<file path="src/rtl/assert_macros.svh">
// assertion macros for the sensor sequencer rtl
// expects a clock named clk and an active-low reset named arst_n in scope
`ifndef ASSERT_MACROS_SVH
`define ASSERT_MACROS_SVH

// property must hold at every clock edge outside reset
`define AST_HOLDS(lbl, prop) \
	lbl: assert property (@(posedge clk) disable iff (!arst_n) prop) \
		else $error("assertion failed");

// expression must never be true outside reset
`define AST_NEVER(lbl, expr) \
	lbl: assert property (@(posedge clk) disable iff (!arst_n) !(expr)) \
		else $error("forbidden condition seen");

`endif

</file>
<file path="src/rtl/hts_pkg.sv">
// shared types and constants for the humidity/temperature sensor sequencer
// no dependencies
package hts_pkg;

	localparam logic [2:0] CMD_NONE      = 3'd0;
	localparam logic [2:0] CMD_START     = 3'd1;
	localparam logic [2:0] CMD_WRITE     = 3'd2;
	localparam logic [2:0] CMD_READ_ACK  = 3'd3;
	localparam logic [2:0] CMD_READ_NACK = 3'd4;
	localparam logic [2:0] CMD_STOP      = 3'd5;
	localparam logic [2:0] CMD_WAIT      = 3'd6;

	localparam logic [1:0] REG_SAMPLE_PERIOD = 2'd0;
	localparam logic [1:0] REG_DEVICE_ADDR   = 2'd1;
	localparam logic [1:0] REG_HUM_WAIT      = 2'd2;
	localparam logic [1:0] REG_TEMP_WAIT     = 2'd3;

	localparam logic [7:0] RST_SAMPLE_PERIOD = 8'd10;
	localparam logic [6:0] RST_DEVICE_ADDR   = 7'd64;
	localparam logic [7:0] RST_HUM_WAIT      = 8'd20;
	localparam logic [7:0] RST_TEMP_WAIT     = 8'd60;

	localparam logic [7:0] SNS_HUM_MEAS   = 8'he5;
	localparam logic [7:0] SNS_TEMP_MEAS  = 8'he3;
	localparam logic [7:0] SNS_READ_USER  = 8'he7;
	localparam logic [7:0] SNS_WRITE_USER = 8'he6;
	localparam logic [7:0] SNS_SOFT_RESET = 8'hfe;
	localparam logic [7:0] USER_KEEP_MASK = 8'h38;
	localparam logic [7:0] USER_SET_BITS  = 8'h02;

	localparam logic [7:0] WAIT_INIT_MS  = 8'd10;
	localparam logic [7:0] WAIT_RST1_MS  = 8'd15;
	localparam logic [7:0] WAIT_RST2_MS  = 8'd100;
	localparam logic [7:0] WAIT_GAP_MS   = 8'd10;

	localparam int TDATA_IN_W  = 16;
	localparam int TDATA_OUT_W = 48;

	typedef struct packed {
		logic [2:0]         bus_command;
		logic [7:0]         tx_byte;
		logic [7:0]         wait_ms;
		logic [10:0]        humidity_x10;
		logic signed [11:0] temperature_x10;
		logic               new_reading;
		logic               failed;
	} hts_res_t;

endpackage

</file>
<file path="src/rtl/hts_conv.sv">
// raw sensor word to humidity and temperature in tenths
// uses hts_pkg; one multiply registered per path, final scaling on the registered value
module hts_conv
	import hts_pkg::*;
(
	input  logic               clk,
	input  logic [15:0]        raw_next,
	output logic [10:0]        humidity_x10,
	output logic signed [11:0] temperature_x10
);

	logic [15:0]        raw_v;
	logic [22:0]        prod_h;
	logic [30:0]        prod_t;
	logic signed [31:0] n_t;
	logic [31:0]        mag_t;
	logic [6:0]         hq_q;
	logic [13:0]        tmag_q;
	logic               tneg_q;
	logic [6:0]         hd;
	logic [29:0]        prod_d;
	logic [10:0]        tq;

	assign raw_v  = {raw_next[15:2], 2'b00};
	assign prod_h = 23'(raw_v) * 23'd125;
	assign prod_t = 31'(raw_v) * 31'd17572;
	assign n_t    = $signed({1'b0, prod_t}) - 32'sd307036160;
	assign mag_t  = n_t[31] ? 32'(-n_t) : 32'(n_t);

	always_ff @(posedge clk) begin
		hq_q   <= prod_h[22:16];
		tmag_q <= mag_t[29:16];
		tneg_q <= n_t[31];
	end

	// humidity: (q - 6) * 10, floored at zero
	assign hd = hq_q - 7'd6;
	assign humidity_x10 = (hq_q >= 7'd6) ? ({1'b0, hd, 3'b000} + {3'b000, hd, 1'b0}) : 11'd0;

	// divide by ten via reciprocal
	assign prod_d = 30'(tmag_q) * 30'd52429;
	assign tq     = prod_d[29:19];
	assign temperature_x10 = tneg_q ? -$signed({1'b0, tq}) : $signed({1'b0, tq});

endmodule

</file>
<file path="src/rtl/hts_seq.sv">
// command sequencer state, configuration registers and per-beat step logic
// uses hts_pkg; takes converted readings from hts_conv
module hts_seq
	import hts_pkg::*;
(
	input  logic               clk,
	input  logic               arst_n,
	input  logic               cfg_we,
	input  logic [1:0]         cfg_index,
	input  logic [7:0]         cfg_data,
	input  logic               step_en,
	input  logic               op,
	input  logic               ack_seen,
	input  logic [7:0]         rx_byte,
	input  logic [10:0]        hum_conv,
	input  logic signed [11:0] temp_conv,
	output logic [15:0]        raw_next,
	output hts_res_t           res
);

	localparam logic [5:0] S_IDLE    = 6'd0;
	localparam logic [5:0] I_START1  = 6'd1;
	localparam logic [5:0] I_ADDRW1  = 6'd2;
	localparam logic [5:0] I_RDSR    = 6'd3;
	localparam logic [5:0] I_START2  = 6'd4;
	localparam logic [5:0] I_ADDRR   = 6'd5;
	localparam logic [5:0] I_READ    = 6'd6;
	localparam logic [5:0] I_START3  = 6'd7;
	localparam logic [5:0] I_ADDRW2  = 6'd8;
	localparam logic [5:0] I_WRSR    = 6'd9;
	localparam logic [5:0] I_VAL     = 6'd10;
	localparam logic [5:0] I_STOP    = 6'd11;
	localparam logic [5:0] I_WAIT    = 6'd12;
	localparam logic [5:0] R_START   = 6'd13;
	localparam logic [5:0] R_ADDRW   = 6'd14;
	localparam logic [5:0] R_CMD     = 6'd15;
	localparam logic [5:0] R_STOP    = 6'd16;
	localparam logic [5:0] R_WAIT15  = 6'd17;
	localparam logic [5:0] R_WAIT100 = 6'd18;
	localparam logic [5:0] M_START1  = 6'd19;
	localparam logic [5:0] M_ADDRW1  = 6'd20;
	localparam logic [5:0] M_HCMD    = 6'd21;
	localparam logic [5:0] M_START2  = 6'd22;
	localparam logic [5:0] M_ADDRR1  = 6'd23;
	localparam logic [5:0] M_WAITH   = 6'd24;
	localparam logic [5:0] M_RDH1    = 6'd25;
	localparam logic [5:0] M_RDH2    = 6'd26;
	localparam logic [5:0] M_STOPH   = 6'd27;
	localparam logic [5:0] M_GAP     = 6'd28;
	localparam logic [5:0] M_START3  = 6'd29;
	localparam logic [5:0] M_ADDRW2  = 6'd30;
	localparam logic [5:0] M_TCMD    = 6'd31;
	localparam logic [5:0] M_START4  = 6'd32;
	localparam logic [5:0] M_ADDRR2  = 6'd33;
	localparam logic [5:0] M_WAITT   = 6'd34;
	localparam logic [5:0] M_RDT1    = 6'd35;
	localparam logic [5:0] M_RDT2    = 6'd36;
	localparam logic [5:0] M_STOPT   = 6'd37;

	logic [7:0]         period_q, hwait_q, twait_q;
	logic [6:0]         addr_q;
	logic [5:0]         step_q, step_d;
	logic [7:0]         tick_q, tick_d, tick_inc;
	logic               fail_q, fail_d;
	logic               pend_q, pend_d;
	logic [7:0]         ureg_q, ureg_d;
	logic [15:0]        raw_q, raw_d;
	logic [10:0]        hum_q, hum_d;
	logic signed [11:0] temp_q, temp_d;
	logic [7:0]         addr_wr, addr_rd;
	logic               do_finish;

	function automatic logic is_write(input logic [5:0] s);
		return s == I_ADDRW1 || s == I_RDSR || s == I_ADDRR || s == I_ADDRW2 ||
			s == I_WRSR || s == I_VAL || s == R_ADDRW || s == R_CMD ||
			s == M_ADDRW1 || s == M_HCMD || s == M_ADDRR1 || s == M_ADDRW2 ||
			s == M_TCMD || s == M_ADDRR2;
	endfunction

	always_ff @(posedge clk or negedge arst_n) begin
		if (!arst_n) begin
			period_q <= RST_SAMPLE_PERIOD;
			addr_q   <= RST_DEVICE_ADDR;
			hwait_q  <= RST_HUM_WAIT;
			twait_q  <= RST_TEMP_WAIT;
		end else if (cfg_we) begin
			case (cfg_index)
				REG_SAMPLE_PERIOD: period_q <= cfg_data;
				REG_DEVICE_ADDR:   addr_q   <= cfg_data[6:0];
				REG_HUM_WAIT:      hwait_q  <= cfg_data;
				REG_TEMP_WAIT:     twait_q  <= cfg_data;
				default:           period_q <= period_q;
			endcase
		end
	end

	always_ff @(posedge clk or negedge arst_n) begin
		if (!arst_n) begin
			step_q <= S_IDLE;
			tick_q <= 8'd0;
			fail_q <= 1'b1;
			pend_q <= 1'b0;
			ureg_q <= 8'd0;
			raw_q  <= 16'd0;
			hum_q  <= 11'd0;
			temp_q <= 12'sd0;
		end else begin
			step_q <= step_d;
			tick_q <= tick_d;
			fail_q <= fail_d;
			pend_q <= pend_d;
			ureg_q <= ureg_d;
			raw_q  <= raw_d;
			hum_q  <= hum_d;
			temp_q <= temp_d;
		end
	end

	assign addr_wr  = {addr_q, 1'b0};
	assign addr_rd  = {addr_q, 1'b1};
	assign tick_inc = tick_q + 8'd1;
	assign raw_next = raw_d;

	always_comb begin
		step_d    = step_q;
		tick_d    = tick_q;
		fail_d    = fail_q;
		pend_d    = pend_q;
		ureg_d    = ureg_q;
		raw_d     = raw_q;
		hum_d     = hum_q;
		temp_d    = temp_q;
		do_finish = 1'b0;
		res.bus_command = CMD_NONE;
		res.tx_byte     = 8'd0;
		res.wait_ms     = 8'd0;
		res.new_reading = 1'b0;
		if (step_en) begin
			if (op) begin
				if (step_q != S_IDLE) begin
					if (is_write(step_q) && !ack_seen) begin
						fail_d = 1'b1;
						if (step_q < R_START) begin
							do_finish = 1'b1;
						end else if (step_q < M_START1) begin
							res.bus_command = CMD_WAIT;
							res.wait_ms     = WAIT_RST2_MS;
							step_d          = R_WAIT100;
						end else begin
							hum_d     = 11'd0;
							temp_d    = 12'sd0;
							do_finish = 1'b1;
						end
					end else begin
						case (step_q)
							I_START1: begin
								res.bus_command = CMD_WRITE; res.tx_byte = addr_wr; step_d = I_ADDRW1;
							end
							I_ADDRW1: begin
								res.bus_command = CMD_WRITE; res.tx_byte = SNS_READ_USER;
								step_d = I_RDSR;
							end
							I_RDSR: begin
								res.bus_command = CMD_START; step_d = I_START2;
							end
							I_START2: begin
								res.bus_command = CMD_WRITE; res.tx_byte = addr_rd; step_d = I_ADDRR;
							end
							I_ADDRR: begin
								res.bus_command = CMD_READ_NACK; step_d = I_READ;
							end
							I_READ: begin
								ureg_d = rx_byte; res.bus_command = CMD_START; step_d = I_START3;
							end
							I_START3: begin
								res.bus_command = CMD_WRITE; res.tx_byte = addr_wr; step_d = I_ADDRW2;
							end
							I_ADDRW2: begin
								res.bus_command = CMD_WRITE; res.tx_byte = SNS_WRITE_USER;
								step_d = I_WRSR;
							end
							I_WRSR: begin
								res.bus_command = CMD_WRITE;
								res.tx_byte     = (ureg_q & USER_KEEP_MASK) | USER_SET_BITS;
								step_d          = I_VAL;
							end
							I_VAL: begin
								res.bus_command = CMD_STOP; step_d = I_STOP;
							end
							I_STOP: begin
								fail_d = 1'b0; res.bus_command = CMD_WAIT;
								res.wait_ms = WAIT_INIT_MS; step_d = I_WAIT;
							end
							I_WAIT: begin
								res.bus_command = CMD_START; step_d = R_START;
							end
							R_START: begin
								res.bus_command = CMD_WRITE; res.tx_byte = addr_wr; step_d = R_ADDRW;
							end
							R_ADDRW: begin
								res.bus_command = CMD_WRITE; res.tx_byte = SNS_SOFT_RESET;
								step_d = R_CMD;
							end
							R_CMD: begin
								res.bus_command = CMD_STOP; step_d = R_STOP;
							end
							R_STOP: begin
								res.bus_command = CMD_WAIT; res.wait_ms = WAIT_RST1_MS;
								step_d = R_WAIT15;
							end
							R_WAIT15: begin
								fail_d = 1'b0; res.bus_command = CMD_WAIT;
								res.wait_ms = WAIT_RST2_MS; step_d = R_WAIT100;
							end
							R_WAIT100: begin
								res.bus_command = CMD_START; step_d = M_START1;
							end
							M_START1: begin
								res.bus_command = CMD_WRITE; res.tx_byte = addr_wr; step_d = M_ADDRW1;
							end
							M_ADDRW1: begin
								res.bus_command = CMD_WRITE; res.tx_byte = SNS_HUM_MEAS;
								step_d = M_HCMD;
							end
							M_HCMD: begin
								res.bus_command = CMD_START; step_d = M_START2;
							end
							M_START2: begin
								res.bus_command = CMD_WRITE; res.tx_byte = addr_rd; step_d = M_ADDRR1;
							end
							M_ADDRR1: begin
								res.bus_command = CMD_WAIT; res.wait_ms = hwait_q; step_d = M_WAITH;
							end
							M_WAITH: begin
								res.bus_command = CMD_READ_ACK; step_d = M_RDH1;
							end
							M_RDH1: begin
								raw_d = {rx_byte, 8'd0}; res.bus_command = CMD_READ_NACK;
								step_d = M_RDH2;
							end
							M_RDH2: begin
								raw_d = {raw_q[15:8], raw_q[7:0] | rx_byte};
								res.bus_command = CMD_STOP; step_d = M_STOPH;
							end
							M_STOPH: begin
								hum_d = hum_conv; res.bus_command = CMD_WAIT;
								res.wait_ms = WAIT_GAP_MS; step_d = M_GAP;
							end
							M_GAP: begin
								res.bus_command = CMD_START; step_d = M_START3;
							end
							M_START3: begin
								res.bus_command = CMD_WRITE; res.tx_byte = addr_wr; step_d = M_ADDRW2;
							end
							M_ADDRW2: begin
								res.bus_command = CMD_WRITE; res.tx_byte = SNS_TEMP_MEAS;
								step_d = M_TCMD;
							end
							M_TCMD: begin
								res.bus_command = CMD_START; step_d = M_START4;
							end
							M_START4: begin
								res.bus_command = CMD_WRITE; res.tx_byte = addr_rd; step_d = M_ADDRR2;
							end
							M_ADDRR2: begin
								res.bus_command = CMD_WAIT; res.wait_ms = twait_q; step_d = M_WAITT;
							end
							M_WAITT: begin
								res.bus_command = CMD_READ_ACK; step_d = M_RDT1;
							end
							M_RDT1: begin
								raw_d = {rx_byte, 8'd0}; res.bus_command = CMD_READ_NACK;
								step_d = M_RDT2;
							end
							M_RDT2: begin
								raw_d = {raw_q[15:8], raw_q[7:0] | rx_byte};
								res.bus_command = CMD_STOP; step_d = M_STOPT;
							end
							M_STOPT: begin
								temp_d          = temp_conv;
								fail_d          = 1'b0;
								res.new_reading = 1'b1;
								do_finish       = 1'b1;
							end
							default: begin
								step_d = S_IDLE;
							end
						endcase
					end
				end
			end else if (step_q == S_IDLE) begin
				if (fail_q) begin
					fail_d = 1'b0;
					res.bus_command = CMD_START;
					step_d = I_START1;
					if (8'd1 >= period_q) begin
						tick_d = 8'd0;
						pend_d = 1'b1;
					end else begin
						tick_d = 8'd1;
						pend_d = 1'b0;
					end
				end else if (tick_inc >= period_q) begin
					tick_d = 8'd0;
					res.bus_command = CMD_START;
					step_d = M_START1;
				end else begin
					tick_d = tick_inc;
				end
			end
		end
		if (do_finish) begin
			if (pend_q) begin
				pend_d = 1'b0;
				res.bus_command = CMD_START;
				step_d = M_START1;
			end else begin
				res.bus_command = CMD_NONE;
				step_d = S_IDLE;
			end
		end
		res.humidity_x10    = hum_d;
		res.temperature_x10 = temp_d;
		res.failed          = fail_d;
	end

endmodule

</file>
<file path="src/rtl/humidity_temp_sensor_sequencer_core.sv">
// top level of the humidity/temperature sensor command sequencer
// uses hts_pkg, hts_seq, hts_conv and assert_macros.svh
//
// channel   dir  handshake             payload
// s_*       in   s_tvalid / s_tready   s_tuser: op; s_tdata: ack_seen, rx_byte
// m_*       out  m_tvalid / m_tready   m_tdata: command, tx, wait, readings, flags
// cfg_*     in   cfg_valid / cfg_ready cfg_index, cfg_data
//
// one beat in gives one beat out in the cycle after it, at one beat per cycle while m_tready keeps up
// the step logic sits between the input beat and the output register
// s_tready stays high while the output register is empty or being drained
// cfg_ready is always high; writes land at the clock edge of the beat
// reset clears the sequencer to idle with the fail flag set
`include "assert_macros.svh"

module humidity_temp_sensor_sequencer_core
	import hts_pkg::*;
(
	input  logic                   clk,
	input  logic                   arst_n,
	input  logic                   s_tvalid,
	output logic                   s_tready,
	input  logic [TDATA_IN_W-1:0]  s_tdata,   // ack_seen, rx_byte, zero pad
	input  logic                   s_tuser,   // op
	output logic                   m_tvalid,
	input  logic                   m_tready,
	output logic [TDATA_OUT_W-1:0] m_tdata,   // bus_command, tx_byte, wait_ms,
	                                          // humidity_x10, temperature_x10,
	                                          // new_reading, failed, zero pad
	input  logic                   cfg_valid,
	output logic                   cfg_ready,
	input  logic [1:0]             cfg_index,
	input  logic [7:0]             cfg_data
);

	logic               in_beat;
	logic [15:0]        raw_next;
	logic [10:0]        hum_conv;
	logic signed [11:0] temp_conv;
	hts_res_t           res;
	hts_res_t           out_q;
	logic               out_vld_q;

	assign cfg_ready = 1'b1;
	assign s_tready  = !out_vld_q || m_tready;
	assign in_beat   = s_tvalid && s_tready;

	hts_seq u_seq (
		.clk       (clk),
		.arst_n    (arst_n),
		.cfg_we    (cfg_valid && cfg_ready),
		.cfg_index (cfg_index),
		.cfg_data  (cfg_data),
		.step_en   (in_beat),
		.op        (s_tuser),
		.ack_seen  (s_tdata[0]),
		.rx_byte   (s_tdata[8:1]),
		.hum_conv  (hum_conv),
		.temp_conv (temp_conv),
		.raw_next  (raw_next),
		.res       (res)
	);

	hts_conv u_conv (
		.clk             (clk),
		.raw_next        (raw_next),
		.humidity_x10    (hum_conv),
		.temperature_x10 (temp_conv)
	);

	always_ff @(posedge clk or negedge arst_n) begin
		if (!arst_n) begin
			out_vld_q <= 1'b0;
		end else if (in_beat) begin
			out_vld_q <= 1'b1;
		end else if (m_tready) begin
			out_vld_q <= 1'b0;
		end
	end

	always_ff @(posedge clk) begin
		if (in_beat) begin
			out_q <= res;
		end
	end

	assign m_tvalid = out_vld_q;
	assign m_tdata  = {4'd0, out_q.failed, out_q.new_reading, out_q.temperature_x10,
		out_q.humidity_x10, out_q.wait_ms, out_q.tx_byte, out_q.bus_command};

	`AST_HOLDS(a_beat_gives_result, in_beat |=> m_tvalid)
	`AST_NEVER(a_new_while_failed, m_tvalid && out_q.new_reading && out_q.failed)
	`AST_NEVER(a_new_with_bus_op, m_tvalid && out_q.new_reading && out_q.bus_command != CMD_NONE && out_q.bus_command != CMD_START)

endmodule

</file>
<file path="config.mk">
export PLATFORM = sky130hd
export DESIGN_NAME = humidity_temp_sensor_sequencer_core
export DESIGN_NICKNAME = d
export VERILOG_FILES = /design/src/rtl/hts_pkg.sv /design/src/rtl/hts_conv.sv /design/src/rtl/hts_seq.sv /design/src/rtl/humidity_temp_sensor_sequencer_core.sv
export VERILOG_INCLUDE_DIRS = /design/src /design/src/rtl
export SDC_FILE = /design/constraint.sdc
export NUM_CORES = 1
export LEC_CHECK = 0
export ABC_CLOCK_PERIOD_IN_PS = 6650
export BUFFER_PORTS_ARGS = -buffer_cell sky130_fd_sc_hd__clkbuf_2
export CAP_MARGIN = 5
export CORE_MARGIN = 10
export CORE_UTILIZATION = 58
export CTS_CLUSTER_DIAMETER = 200
export DETAILED_ROUTE_END_ITERATION = 16
export HOLD_SLACK_MARGIN = 0.03
export PLACE_DENSITY = 0.86
export SETUP_SLACK_MARGIN = 0.1
export SLEW_MARGIN = 20
export SYNTH_ARGS = -nofsm -noshare
export SYNTH_HDL_FRONTEND = slang
export SYNTH_SLANG_ARGS = --single-unit
</file>
<file path="constraint.sdc">
create_clock -name clk -period 6.65 [get_ports clk]
set_input_delay 0.665 -clock clk [delete_from_list [all_inputs] [get_ports clk]]
set_output_delay 0.665 -clock clk [all_outputs]
set_load 0.01 [all_outputs]
</file>
# ---- Yosys cells after proc, flatten, opt, wreduce, memory -nomap -nowiden
# Index checks and enable logic that the tools add are counted.
dict set report word_totals {
  regBits 159
  elab_cells 210
}
dict set report classes {
  addsub 6
  mul 3
  order_cmp 5
  eq_ne 44
  n_mux 76
  bitwise 4
  n_reduce_logical 48
}
# op count
set op_table {}
lappend op_table {{one-hot mux 6 bit (37 select lines)} 1}
lappend op_table {{== test 6 x 5 -> 1 bit (second input constant)} 16}
lappend op_table {{two-way mux 12 bit} 8}
lappend op_table {{two-way mux 11 bit} 8}
lappend op_table {{two-way mux 16 bit} 4}
lappend op_table {{one-hot mux 8 bit (8 select lines)} 1}
lappend op_table {{two-way mux 6 bit} 10}
lappend op_table {{== test 6 x 4 -> 1 bit (second input constant)} 8}
lappend op_table {{two-way mux 8 bit} 5}
lappend op_table {{one-hot mux 8 bit (5 select lines)} 1}
lappend op_table {{== test 6 bit (second input constant)} 6}
lappend op_table {{one-hot mux 16 bit (2 select lines)} 1}
lappend op_table {{subtractor 31 x 29 -> 32 bit (second input constant)} 1}
lappend op_table {{multiplier 14 x 16 -> 30 bit (second input constant)} 1}
lappend op_table {{two-way mux 30 bit} 1}
lappend op_table {{negation 30 bit} 1}
lappend op_table {{multiplier 14 x 13 -> 27 bit (second input constant)} 1}
lappend op_table {{two-way mux 1 bit} 25}
lappend op_table {{== test 6 x 3 -> 1 bit (second input constant)} 4}
lappend op_table {{multiplier 14 x 7 -> 21 bit (second input constant)} 1}
lappend op_table {{two-way mux 3 bit} 7}
lappend op_table {{two-way mux 19 bit} 1}
lappend op_table {{one-hot mux 3 bit (6 select lines)} 1}
lappend op_table {{logical OR 1 bit} 14}
lappend op_table {{39 further kinds} 59}

# ---- Depth between registers and ports, before layout
dict set report depth {
  depth_word 23
  mapped_depth 30
  depth_no_buf 28
}

# ---- Hierarchy
# Synthesis repeated with hierarchy kept, for this count alone.
dict set report unflattened {
  hier_cells 1625
  area_unflattened_um2 16089.2
}
# mod instances cells_each area_each_um2 seq_area_each_um2
set by_module_without_submodules {}
lappend by_module_without_submodules {hts_conv 1 1017 9526.6 440.4}
lappend by_module_without_submodules {hts_seq 1 553 5142.4 2239.6}
lappend by_module_without_submodules {humidity_temp_sensor_sequencer_core 1 55 1420.1 1346.3}

# ---- Worst setup path before layout
# No wires, ideal clock.
dict set report synth_path {
  path_kind {input port to flip-flop}
  start {input port s_tuser}
  end {register u_conv.tmag_q[11]}
  arrival_ns 7.156
  setup_slack_ns -0.630
  stages 27
  path_cell_list {clkbuf_1 and3_1 nand2_1 or3_1 clkbuf_1 a22oi_1 inv_1 ha_1 inv_1 fa_1 inv_1 fa_1 inv_1 fa_1 inv_1 ha_1 and2_1 nor4_4 a21oi_1 or3_1 a21oi_2 a211oi_2 nand4bb_1 a2111o_1 buf_6 a31oi_1 xnor2_1}
}
dict set report synth_between {
  elab_chain_len 6
}
# element line_no
set synth_lines {}
lappend synth_lines {{from (decl)} humidity_temp_sensor_sequencer_core.sv:24} ;# input logic s_tuser,
lappend synth_lines {{two-way mux 16 bit (*)} hts_seq.sv:139} ;# if (op) begin
lappend synth_lines {{two-way mux 16 bit (*)} hts_seq.sv:138} ;# if (step_en) begin
lappend synth_lines {{via raw_next[7]} humidity_temp_sensor_sequencer_core.sv:37} ;# logic [15:0] raw_next;
lappend synth_lines {{multiplier 14 x 13 -> 27 bit (*)} hts_conv.sv:26} ;# assign prod_t = 31'(raw_v) * 31'd17572;
lappend synth_lines {{subtractor 31 x 29 -> 32 bit (*)} hts_conv.sv:27} ;# assign n_t = $signed({1'b0, prod_t}) - 32'sd307036160;
lappend synth_lines {{negation 30 bit} hts_conv.sv:28} ;# assign mag_t = n_t[31] ? 32'(-n_t) : 32'(n_t);
lappend synth_lines {{two-way mux 30 bit (*)} hts_conv.sv:28}
lappend synth_lines {{via u_conv.mag_t[27]} hts_conv.sv:16} ;# logic [31:0] mag_t;
lappend synth_lines {{to (signal assigned)} hts_conv.sv:32} ;# tmag_q <= mag_t[29:16];
lappend synth_lines {{to (decl)} hts_conv.sv:18} ;# logic [13:0] tmag_q;
# The timed path passes the listed nets; every way through them passes the cells marked *.
# A chain may end at the register's enable or synchronous reset.

# ---- Final worst setup path
dict set report layout_path {
  start {register u_seq.step_q[5]}
  end {register u_conv.tmag_q[12]}
}
dict set report layout_between {
  elab_chain_len 23
  word_cells_on_any_way 44
  cone_classes {add/sub: 2; mul: 1; eq/ne: 18; mux: 6; reduce/logical: 17}
}
# element line_no
set layout_lines {}
lappend layout_lines {{from (decl)} hts_seq.sv:62} ;# logic [5:0] step_q, step_d;
lappend layout_lines {{from (signal assigned)} hts_seq.sv:108} ;# step_q <= step_d;
lappend layout_lines {{== test 6 x 2 -> 1 bit} hts_seq.sv:74} ;# return s == I_ADDRW1 || s == I_RDSR || s == I_ADDRR || s == I_ADDRW2 ||
lappend layout_lines {{logical OR 1 bit (4 in a row)} hts_seq.sv:74}
lappend layout_lines {{logical OR 1 bit (4 in a row)} hts_seq.sv:75} ;# s == I_WRSR || s == I_VAL || s == R_ADDRW || s == R_CMD ||
lappend layout_lines {{logical OR 1 bit (4 in a row)} hts_seq.sv:76} ;# s == M_ADDRW1 || s == M_HCMD || s == M_ADDRR1 || s == M_ADDRW2 ||
lappend layout_lines {{logical OR 1 bit} hts_seq.sv:77} ;# s == M_TCMD || s == M_ADDRR2;
lappend layout_lines {{logical AND 1 bit} hts_seq.sv:141} ;# if (is_write(step_q) && !ack_seen) begin
lappend layout_lines {{two-way mux 16 bit} hts_seq.sv:141}
lappend layout_lines {{two-way mux 16 bit (*)} hts_seq.sv:140} ;# if (step_q != S_IDLE) begin
lappend layout_lines {{two-way mux 16 bit (*)} hts_seq.sv:139}
lappend layout_lines {{two-way mux 16 bit (*)} hts_seq.sv:138}
lappend layout_lines {{via raw_next[2]} humidity_temp_sensor_sequencer_core.sv:37}
lappend layout_lines {{multiplier 14 x 13 -> 27 bit (*)} hts_conv.sv:26}
lappend layout_lines {{subtractor 31 x 29 -> 32 bit (*)} hts_conv.sv:27}
lappend layout_lines {{negation 30 bit} hts_conv.sv:28}
lappend layout_lines {{two-way mux 30 bit (*)} hts_conv.sv:28}
lappend layout_lines {{via u_conv.mag_t[28]} hts_conv.sv:16}
# Marks and branches as above.

==> flow_summary.ini <==
[status]
status = completed

[critical_path]
critical_path_peak_fanout = 7
cp_slowest_cell = fa_1
path_common_cell = ha_4
arrival_ps = 6900
path_buf_inv = 4
worstSetupPathType = flop to flop
end_kind = flop
cp_data_required_time_ps = 6950
slowest_delay_ps = 550
crit_path_start_kind = flop
critical-path-top-delay-family = simple AND/OR/NAND/NOR gates

[detailed_routing]
ant_nets = 0
avgRoutedWirePerCell_um = 18.7
firstDrtPassIters = 6
vias_per_cell = 5.99
wl_mm = 42.0
drt_first_iter_violations = 958
drc = 0
num_vias = 13478

[grt]
grt_usage = 0.225
antenna_found_initial = 1
grt_max_degree = 58
grt_pass1_vias = 13857
grt_pass1_wl_mm = 66.7
gr-total-overflow = 0

[sta]
fin_ws_ps = 54.3
fin_crit_sh = 0.992
skew_ps = 12.8
rsz0062_at_grt = true
worst_pin_slew_ps = 1120
slew_violations = 0
relSlewSlack = 0.251
holdWs_ps = 158
setup_viol = 0
fmax_mhz = 152
fin_crit_ps = 6600
hold_viol_final = 0

[clock_network]
clk_latency_ps = 430
htreeDepth = 4
clkSlewWorstSetupHoldPaths_ps = 70
root_buffer = clkbuf_16
cts_tree = yes
clock_path_buffers = 2
numCtsBuffers = 17
cts.sinks = 154

[yosys]
avgSynthCellArea_um2 = 9.74
async_flop_share = 0.571
yosysMostFrequentCell = ha_1
syn_inst = 1671
synth_edf_count = 44
synth_top_area_share = 0.191
synth_commonest_cells = 249 x ha_1, 243 x inv_1, 137 x nand2_1, 126 x fa_1, 78 x dfrtp_1
synth.area.top_cells = ha_1 19%, fa_1 16%, dfrtp_1 12%
synth_flop_cell = dfrtp_1
postSynthRegisterBits = 154
yosys.area.top_type = ha_1
yosysWarnings = 0
synth_cell_types = 95
syn-cell-area_um2 = 16300
synth.yosys.seq_area_share = 0.244

[place]
gp_congestion = 0.941
port_buffers = 70
hpwl_mm = 31.7
dp.cells = 2191
place_ws_ps = -203

[floorplan]
io_pins = 83
design.core.area_um2 = 27700
start_util = 0.587
die_x_um = 187
num_rows = 61
dieArea_um2 = 35200
die_y_um = 187

[cells_and_area]
syn2layout_area_growth_pct = 18.2
fillCellCount = 1887
finalNonFillerCells = 2250
multi_input_area_um2 = 11800
finalNetCount = 2265
seqCellArea_um2 = 3990
drive_gt1_frac = 0.230
utilization = 0.694

[min_path]
hp-class = primary input to asynchronous set/reset pin

[job]
drv_cap = 0
## through the flow
stage	cell area (µm²)	setup TNS, ps
finish	19200	0
global route	19200	-1250
CTS	18600	0
detailed placement	18000	-1650
global placement	18000	-414
floorplan	16500	0
## repair_timing
action	CTS	global route
pin swaps	0	43
hold buffers	0	0
resized for setup	7	100
hold endpoints to repair	0	0
setup endpoints to repair	10	28
setup buffers	0	26
## sequential cells by signal, summed over array words and instances, names as in the netlist, 6 cells and up
register,flops
u_seq.raw_q,14
u_seq.period_q,8
m_tdata,44
u_seq.tick_q,8
u_seq.hwait_q,8
u_seq.addr_q,7
u_conv.hq_q,7
u_conv.tmag_q,14
u_seq.temp_q,12
u_seq.twait_q,8
u_seq.step_q,6
u_seq.hum_q,11
## per-layer routing
metal | vias to the layer above | global-route usage | part of all wire
li1 | 6206 | - | -
met1 | 6590 | 0.264 | 0.39
met2 | 547 | 0.406 | 0.52
met3 | 135 | 0.0362 | 0.062
met4 | 0 | 0.0806 | 0.032
met5 | - | 0 | 0
## kinds of logic (layout without fill, tap and decap cells)
logic type	count (synthesis)	after routing	synth area share
flops	154	154	0.244
fa+ha+maj	375	375	0.347
mux	36	36	0.0245
compound gates	353	353	0.153
buf+inv	290	487	0.0704
xor+xnor	73	73	0.0393
other cells	2	6	0.000462
simple gates	388	388	0.121
## layout make-up
type / count / area share
inverters: 244 / 0.0476
flip-flops and latches: 154 / 0.207
clock inverters: 15 / 0.00774
multi-input cells: 1230 / 0.615
repair buffers: 211 / 0.0754
well taps: 378 / 0.0246
diodes: 1 / 0.000130
clock buffers: 17 / 0.0221
## placed cells by master, fill, tap and decap left out, types with 44 or more instances in the layout
cell / n
ha_1: 229
edfxtp_1: 44
nand2_1: 130
clkbuf_2: 69
inv_1: 235
buf_4: 135
a21oi_1: 65
dfrtp_1: 73
o21ai_0: 61
xnor2_1: 45
fa_1: 123
nor2_1: 70
## worst paths after layout
check | end | startpoint | cells past startpoint | slack (ps)
setup reg to reg | u_conv.tmag_q[12] | u_seq.step_q[5] | 26 | 50
hold / removal | u_seq.tick_q[1] | arst_n | 1 | 160
setup / recovery | u_conv.tmag_q[12] | u_seq.step_q[5] | 26 | 50
max in group asynchronous | u_seq.raw_q[3] | arst_n | 2 | 5410
hold reg to reg | u_seq.temp_q[0] | u_seq.temp_q[0] | 2 | 500
min in group clk | m_tvalid | s_tvalid | 2 | 490
Power is left out: the tool's default activity adds up to more than one toggle a clock period on the data nets, which glitch-free logic cannot reach.
